$ cat src/rtl/mofn_pkg.sv
`timescale 1ns / 1ps

package mofn_pkg;

    // Fixed field widths
    localparam int CHANNEL_W = 3;
    localparam int CFG_W     = 4;
    localparam int CFG_IDX_W = 1;
    localparam int TRUES_W   = 4;

    // Largest count the result field can show
    localparam int TRUES_MAX = (1 << TRUES_W) - 1;

    // Default sizes
    localparam int DEF_NUM_CHANNELS = 8;
    localparam int DEF_MAX_WINDOW   = 8;

    // Register indexes
    localparam logic [CFG_IDX_W-1:0] REG_REQUIRED_TRUE = CFG_IDX_W'(0);
    localparam logic [CFG_IDX_W-1:0] REG_WINDOW_LEN    = CFG_IDX_W'(1);

    // Register reset values
    localparam logic [CFG_W-1:0] RST_REQUIRED_TRUE = CFG_W'(3);
    localparam logic [CFG_W-1:0] RST_WINDOW_LEN    = CFG_W'(5);

    typedef struct packed {
        logic [CFG_W-1:0] required_true;
        logic [CFG_W-1:0] window_len;
    } cfg_t;

    // Write control from the evaluator to the channel store
    typedef struct packed {
        logic                 we;
        logic                 clear;
        logic [CHANNEL_W-1:0] ch;
    } upd_ctl_t;

endpackage

$ cat src/rtl/mofn_cfg.sv
`timescale 1ns / 1ps

module mofn_cfg (
    input  logic                          clk,
    input  logic                          rst_n,
    input  logic                          cfg_we,
    input  logic [mofn_pkg::CFG_IDX_W-1:0] cfg_index,
    input  logic [mofn_pkg::CFG_W-1:0]     cfg_data,
    output mofn_pkg::cfg_t                 cfg
);
    import mofn_pkg::*;

    cfg_t cfg_reg;

    // Register writes, decoded by index
    always_ff @(posedge clk or negedge rst_n)
    begin
        if (!rst_n)
        begin
            cfg_reg.required_true <= RST_REQUIRED_TRUE;
            cfg_reg.window_len    <= RST_WINDOW_LEN;
        end
        else if (cfg_we)
        begin
            unique case (cfg_index)
                REG_REQUIRED_TRUE: cfg_reg.required_true <= cfg_data;
                REG_WINDOW_LEN:    cfg_reg.window_len    <= cfg_data;
                default:           ;
            endcase
        end
    end

    assign cfg = cfg_reg;

endmodule

$ cat src/rtl/mofn_chan_store.sv
`timescale 1ns / 1ps

module mofn_chan_store #(
    parameter int NUM_CHANNELS = mofn_pkg::DEF_NUM_CHANNELS,
    parameter int MAX_WINDOW   = mofn_pkg::DEF_MAX_WINDOW
) (
    input  logic                               clk,
    input  logic                               rst_n,
    input  logic [mofn_pkg::CHANNEL_W-1:0]     rd_ch,
    output logic [MAX_WINDOW-1:0]              rd_hist,
    output logic [$clog2(MAX_WINDOW+1)-1:0]    rd_fill,
    input  mofn_pkg::upd_ctl_t                 upd,
    input  logic [MAX_WINDOW-1:0]              wr_hist,
    input  logic [$clog2(MAX_WINDOW+1)-1:0]    wr_fill
);
    import mofn_pkg::*;

    localparam int FILL_W   = $clog2(MAX_WINDOW + 1);
    localparam int CH_SPAN  = 1 << CHANNEL_W;
    // Only channels the request field can name need storage
    localparam int DEPTH    = (NUM_CHANNELS < CH_SPAN) ? NUM_CHANNELS : CH_SPAN;

    logic [MAX_WINDOW-1:0] hist_reg [DEPTH];
    logic [FILL_W-1:0]     fill_reg [DEPTH];

    // Read select; an unbacked channel reads as empty
    always_comb
    begin
        rd_hist = '0;
        rd_fill = '0;
        for (int e = 0; e < DEPTH; e++)
        begin
            if (rd_ch == CHANNEL_W'(e))
            begin
                rd_hist = hist_reg[e];
                rd_fill = fill_reg[e];
            end
        end
    end

    // Per-channel update or clear
    always_ff @(posedge clk or negedge rst_n)
    begin
        if (!rst_n)
        begin
            for (int e = 0; e < DEPTH; e++)
            begin
                hist_reg[e] <= '0;
                fill_reg[e] <= '0;
            end
        end
        else
        begin
            for (int e = 0; e < DEPTH; e++)
            begin
                if (upd.we && upd.ch == CHANNEL_W'(e))
                begin
                    hist_reg[e] <= upd.clear ? '0 : wr_hist;
                    fill_reg[e] <= upd.clear ? '0 : wr_fill;
                end
            end
        end
    end

    // A kept entry always holds between one and MAX_WINDOW outcomes
    a_fill_range: assert property (@(posedge clk) disable iff (!rst_n)
        upd.we && !upd.clear |-> wr_fill != '0 && int'(wr_fill) <= MAX_WINDOW)
        else $error("kept fill count out of range");

endmodule

$ cat src/rtl/mofn_eval.sv
`timescale 1ns / 1ps

module mofn_eval #(
    parameter int NUM_CHANNELS = mofn_pkg::DEF_NUM_CHANNELS,
    parameter int MAX_WINDOW   = mofn_pkg::DEF_MAX_WINDOW
) (
    input  mofn_pkg::cfg_t                     cfg,
    input  logic                               go,
    input  logic [mofn_pkg::CHANNEL_W-1:0]     ch,
    input  logic                               hit,
    input  logic [MAX_WINDOW-1:0]              rd_hist,
    input  logic [$clog2(MAX_WINDOW+1)-1:0]    rd_fill,
    output logic                               detected,
    output logic [mofn_pkg::TRUES_W-1:0]       trues_out,
    output logic                               bad_config,
    output mofn_pkg::upd_ctl_t                 upd,
    output logic [MAX_WINDOW-1:0]              wr_hist,
    output logic [$clog2(MAX_WINDOW+1)-1:0]    wr_fill
);
    import mofn_pkg::*;

    localparam int FILL_W = $clog2(MAX_WINDOW + 1);

    logic              bad;
    logic              in_range;
    logic [FILL_W-1:0] win;
    logic [FILL_W-1:0] trues;
    logic              hit_det;

    // Config check and window clamp to 1..MAX_WINDOW
    always_comb
    begin
        bad      = cfg.required_true > cfg.window_len;
        in_range = int'(ch) < NUM_CHANNELS;
        if (cfg.window_len == '0)
            win = FILL_W'(1);
        else if (int'(cfg.window_len) > MAX_WINDOW)
            win = FILL_W'(MAX_WINDOW);
        else
            win = FILL_W'(cfg.window_len);
    end

    // Shift in the outcome, grow the fill, count trues in the filled part
    always_comb
    begin
        wr_hist = (rd_hist << 1) | MAX_WINDOW'(hit);
        wr_fill = (rd_fill >= win) ? win : rd_fill + FILL_W'(1);
        trues   = '0;
        for (int i = 0; i < MAX_WINDOW; i++)
        begin
            if (wr_hist[i] && i < int'(wr_fill))
                trues = trues + FILL_W'(1);
        end
        hit_det = int'(trues) >= int'(cfg.required_true);
    end

    // Result fields and store update
    always_comb
    begin
        detected   = 1'b0;
        trues_out  = '0;
        bad_config = bad;
        if (!bad && in_range)
        begin
            detected  = hit_det;
            trues_out = (int'(trues) > TRUES_MAX) ? TRUES_W'(TRUES_MAX) : TRUES_W'(trues);
        end
        upd.we    = go && !bad && in_range;
        upd.clear = hit_det;
        upd.ch    = ch;
    end

endmodule

$ cat src/rtl/m_of_n_event_detector.sv
`timescale 1ns / 1ps

// Channel   Handshake             Payload
// cfg       cfg_we                cfg_index, cfg_data
// request   req_valid, req_stall  channel, hit
// result    res_valid, res_stall  detected, trues_in_window, bad_config
//
// One request per cycle while results are not stalled; each enters the input register,
// then the result register. Channel history is read, updated and written back between
// those two registers, so consecutive requests to one channel need no bypass.
// Reset clears all channel history, fill counts and the request pipeline.
// A stalled result holds the result register; the input register keeps
// taking requests until it too is full, then req_stall is raised.
module m_of_n_event_detector #(
    parameter int NUM_CHANNELS = mofn_pkg::DEF_NUM_CHANNELS,
    parameter int MAX_WINDOW   = mofn_pkg::DEF_MAX_WINDOW
) (
    input  logic                           clk,
    input  logic                           rst_n,
    input  logic                           cfg_we,
    input  logic [mofn_pkg::CFG_IDX_W-1:0] cfg_index,
    input  logic [mofn_pkg::CFG_W-1:0]     cfg_data,
    input  logic                           req_valid,
    output logic                           req_stall,
    input  logic [mofn_pkg::CHANNEL_W-1:0] channel,
    input  logic                           hit,
    output logic                           res_valid,
    input  logic                           res_stall,
    output logic                           detected,
    output logic [mofn_pkg::TRUES_W-1:0]   trues_in_window,
    output logic                           bad_config
);
    import mofn_pkg::*;

    localparam int FILL_W = $clog2(MAX_WINDOW + 1);

    cfg_t                  cfg;
    upd_ctl_t              upd;
    logic [MAX_WINDOW-1:0] rd_hist;
    logic [MAX_WINDOW-1:0] wr_hist;
    logic [FILL_W-1:0]     rd_fill;
    logic [FILL_W-1:0]     wr_fill;

    logic                  s1_valid_reg;
    logic [CHANNEL_W-1:0]  s1_channel_reg;
    logic                  s1_hit_reg;
    logic                  res_valid_reg;
    logic                  det_reg;
    logic [TRUES_W-1:0]    trues_reg;
    logic                  bad_reg;

    logic                  advance;
    logic                  det_c;
    logic [TRUES_W-1:0]    trues_c;
    logic                  bad_c;

    // Pipeline flow
    assign advance   = !res_valid_reg || !res_stall;
    assign req_stall = s1_valid_reg && !advance;

    mofn_cfg u_cfg (
        .clk       (clk),
        .rst_n     (rst_n),
        .cfg_we    (cfg_we),
        .cfg_index (cfg_index),
        .cfg_data  (cfg_data),
        .cfg       (cfg)
    );

    mofn_chan_store #(
        .NUM_CHANNELS (NUM_CHANNELS),
        .MAX_WINDOW   (MAX_WINDOW)
    ) u_store (
        .clk     (clk),
        .rst_n   (rst_n),
        .rd_ch   (s1_channel_reg),
        .rd_hist (rd_hist),
        .rd_fill (rd_fill),
        .upd     (upd),
        .wr_hist (wr_hist),
        .wr_fill (wr_fill)
    );

    mofn_eval #(
        .NUM_CHANNELS (NUM_CHANNELS),
        .MAX_WINDOW   (MAX_WINDOW)
    ) u_eval (
        .cfg        (cfg),
        .go         (s1_valid_reg && advance),
        .ch         (s1_channel_reg),
        .hit        (s1_hit_reg),
        .rd_hist    (rd_hist),
        .rd_fill    (rd_fill),
        .detected   (det_c),
        .trues_out  (trues_c),
        .bad_config (bad_c),
        .upd        (upd),
        .wr_hist    (wr_hist),
        .wr_fill    (wr_fill)
    );

    // Input register
    always_ff @(posedge clk or negedge rst_n)
    begin
        if (!rst_n)
            s1_valid_reg <= 1'b0;
        else if (!req_stall)
            s1_valid_reg <= req_valid;
    end

    always_ff @(posedge clk)
    begin
        if (req_valid && !req_stall)
        begin
            s1_channel_reg <= channel;
            s1_hit_reg     <= hit;
        end
    end

    // Result register
    always_ff @(posedge clk or negedge rst_n)
    begin
        if (!rst_n)
            res_valid_reg <= 1'b0;
        else if (advance)
            res_valid_reg <= s1_valid_reg;
    end

    always_ff @(posedge clk)
    begin
        if (advance && s1_valid_reg)
        begin
            det_reg   <= det_c;
            trues_reg <= trues_c;
            bad_reg   <= bad_c;
        end
    end

    assign res_valid       = res_valid_reg;
    assign detected        = det_reg;
    assign trues_in_window = trues_reg;
    assign bad_config      = bad_reg;

    // A full input stage moves on whenever the result register is empty
    a_no_bubble: assert property (@(posedge clk) disable iff (!rst_n)
        s1_valid_reg && !res_valid_reg |=> res_valid_reg)
        else $error("input stage did not advance into empty result register");

    // A config error result carries no detection and no count
    a_bad_quiet: assert property (@(posedge clk) disable iff (!rst_n)
        res_valid && bad_config |-> !detected && trues_in_window == '0)
        else $error("config error result not quiet");

    // A detection means the count reached the required number
    a_det_count: assert property (@(posedge clk) disable iff (!rst_n)
        res_valid && detected |-> trues_in_window >= cfg.required_true)
        else $error("detection below required count");

endmodule

$ cat config.mk
export PLATFORM = sky130hd
export DESIGN_NAME = m_of_n_event_detector
export DESIGN_NICKNAME = d
export VERILOG_FILES = /design/src/rtl/mofn_pkg.sv /design/src/rtl/mofn_cfg.sv /design/src/rtl/mofn_chan_store.sv /design/src/rtl/mofn_eval.sv /design/src/rtl/m_of_n_event_detector.sv
export SDC_FILE = /design/constraint.sdc
export NUM_CORES = 1
export LEC_CHECK = 0
export BUFFER_PORTS_ARGS = -buffer_cell sky130_fd_sc_hd__buf_2
export CORE_MARGIN = 2
export CORE_UTILIZATION = 35
export CTS_BUF_LIST = sky130_fd_sc_hd__clkbuf_16
export DETAILED_ROUTE_END_ITERATION = 12
export SYNTH_ARGS = -nofsm -noshare
export SYNTH_HDL_FRONTEND = slang
export SYNTH_HIERARCHICAL = 1
export SYNTH_SLANG_ARGS = --single-unit
$ cat constraint.sdc
create_clock -name clk -period 7.95 [get_ports clk]
set_clock_uncertainty 0.1 [all_clocks]
set_input_delay 0.3975 -clock clk [delete_from_list [all_inputs] [get_ports clk]]
set_output_delay 0.3975 -clock clk [all_outputs]
set_load 0.02 [all_outputs]
==> results.py <==
metrics = {
    "status": {
        "status": "finished clean",
    },
    "placement": {
        "io_buffers": 21,
        "dp_slack_ps": 269.4,
        "dpl.hpwl_um": 11250,
        "dp_cells": 930,
        "placed_area_mm2": 0.006945,
        "gp_congestion": 0.8564,
    },
    "setup_path": {
        "cp_common_cell": "ha_1",
        "worstSetupPathType": "reg2reg",
        "r2r_cells": 34,
        "worstPathRequired_ps": 8120,
        "reg2reg_slack_ps": 420,
        "critPathMaxStageDelay_ps": 440,
        "critPathSlowestCell": "edfxtp_1",
        "r2r_end": "u_store/fill_reg[31]",
        "reg2reg_from": "s1_channel_reg[1]",
        "worstSetupEndpointType": "register",
        "startpoint_type": "register",
        "cp_max_fo": 13,
        "cp.arrival_ps": 7710,
    },
    "timing": {
        "finalMaxSlewViolations": 0,
        "worst_pin_slew_ps": 1075,
        "worst_slack_ps": 416.5,
        "relSlewSlack_pct": 28.14,
        "hold_slack_ps": 106.5,
        "min_period_ps": 7533,
        "fmax_mhz": 132.7,
        "hold_violations": 0,
        "fin_tns_setup_ps": 0,
        "post-route-period-util_pct": 94.76,
        "rsz0062_at_grt": "yes",
        "setup_viol": 0,
    },
    "grt": {
        "antenna_found_initial": 0,
        "grt_overflow": 0,
        "grt_pass1_wl_um": 27460,
        "grt_use_total_pct": 17.41,
        "grt_start_max_net_pins": 63,
        "grt_pass1_vias": 5107,
    },
    "routing": {
        "post-route-drc-count": 0,
        "drtAntennaViolNets": 0,
        "vias": 5110,
        "firstDrtPassIters": 5,
        "wl_um": 16210,
        "drt-wirelength-per-cell_um": 17.12,
        "first_iter_violations": 348,
        "vias_per_cell": 5.396,
    },
    "floorplanning": {
        "die_y_um": 141.4,
        "die_width_um": 141.4,
        "rows": 50,
        "ioPinCount": 22,
        "fp.coreArea_mm2": 0.01858,
        "start_util_pct": 35.55,
        "die_area_mm2": 0.01999,
    },
    "layout": {
        "area_delta_synth_final_pct": 10.74,
        "drive_gt1_share_pct": 18.65,
        "utilization_pct": 39.37,
        "instances_no_fill": 947,
        "diodes": 0,
        "largest_reg_flops": 56,
        "fin_nets": 743,
        "stdcell_area_mm2": 0.007315,
        "fillers": 1826,
    },
    "clock_network": {
        "cts_root_buffer": "clkbuf_16",
        "post_cts_buffers": 0,
        "numClockSinks": 108,
        "path_clk_slew_ps": 80,
        "cts_buffer_depth": 2,
        "cts_tree": "built",
        "ctsHtreeMaxLevel": 3,
        "clkLatencyLatePin_ps": 370,
        "cts_buffers": 9,
    },
    "yosys": {
        "syn_area_mm2": 0.006605,
        "yosysWarningCount": 6,
        "avgSynthCellArea_um2": 9.490,
        "synth_cells": 696,
        "syn_nets": 731,
    },
    "power_and_ir_drop": {
        "p_total_mw": 2.524,
        "vdd_drop_max_mv": 0.1391,
        "powerDensity_mw_per_mm2": 345.1,
        "power_leakage_nw": 3.134,
    },
    "hold_path": {
        "min_path_type": "in2reg",
        "whs_endpoint": "s1_hit_reg",
        "hp-start": "hit",
        "hold_depth": 1,
    },
    "run": {
        "drv_cap": 0,
    },
}
==> repair_timing <==
item / CTS / global route
endpoints found under the hold margin: 36 / 0
setup endpoints to repair: 0 / 89
gates resized for setup: 0 / 63
hold buffers: 1 / 0
==> routing by layer <==
metal,up-vias,global-route usage [%],routed length [um]
met4,0,6.579,391
li1,2507,-,-
met5,-,0,0
met3,21,2.261,657
met1,2466,24.27,7584
met2,116,27.80,7576
==> area by class of cell <==
cell class	count	area, um^2	share of cell area, %
tap	234	292.8	4.003
inverter	18	67.56	0.9237
clock inverter	7	78.83	1.078
multi-input combinational	517	3535	48.32
timing repair buffer	54	357.8	4.892
clock buffer	9	225.2	3.079
sequential	108	2758	37.70
==> critical path: cells and delay by family (launching register included) <==
kind,cells,cell delay [ps]
xor+xnor,4,610
buf+inv,3,580
mux,2,380
compound gates,11,2040
simple gates,8,1670
flops,1,440
fa+ha+maj,6,1620
==> how the worst max path moves through the flow <==
stage                                 endpoint  slack, ps              start
after floorplan           u_store/fill_reg[12]        160  s1_channel_reg[2]
after global placement    u_store/fill_reg[16]        340  s1_channel_reg[1]
after detailed placement  u_store/hist_reg[57]        270  s1_channel_reg[1]
after CTS                 u_store/hist_reg[57]        230  s1_channel_reg[1]
after global routing      u_store/hist_reg[12]         -4  s1_channel_reg[1]
final                     u_store/fill_reg[31]        420  s1_channel_reg[1]
==> power by group <==
group          internal [mW]  switching (mW)
Sequential             0.750           0.117
Clock                  0.225           0.233
Combinational          0.528           0.671
Total                   1.50            1.02
==> cell usage in the layout, fill, tap and decap left out, drive strengths merged, types with 20 or more instances in the layout <==
cell and n:
a21oi 23, nand2 113, mux2i 20, nand2b 31, dfrtp 94, nor2 26
buf 53, o21ai 110, inv 21, ha 21
No activity file was read; power rests on OpenSTA's default activity.
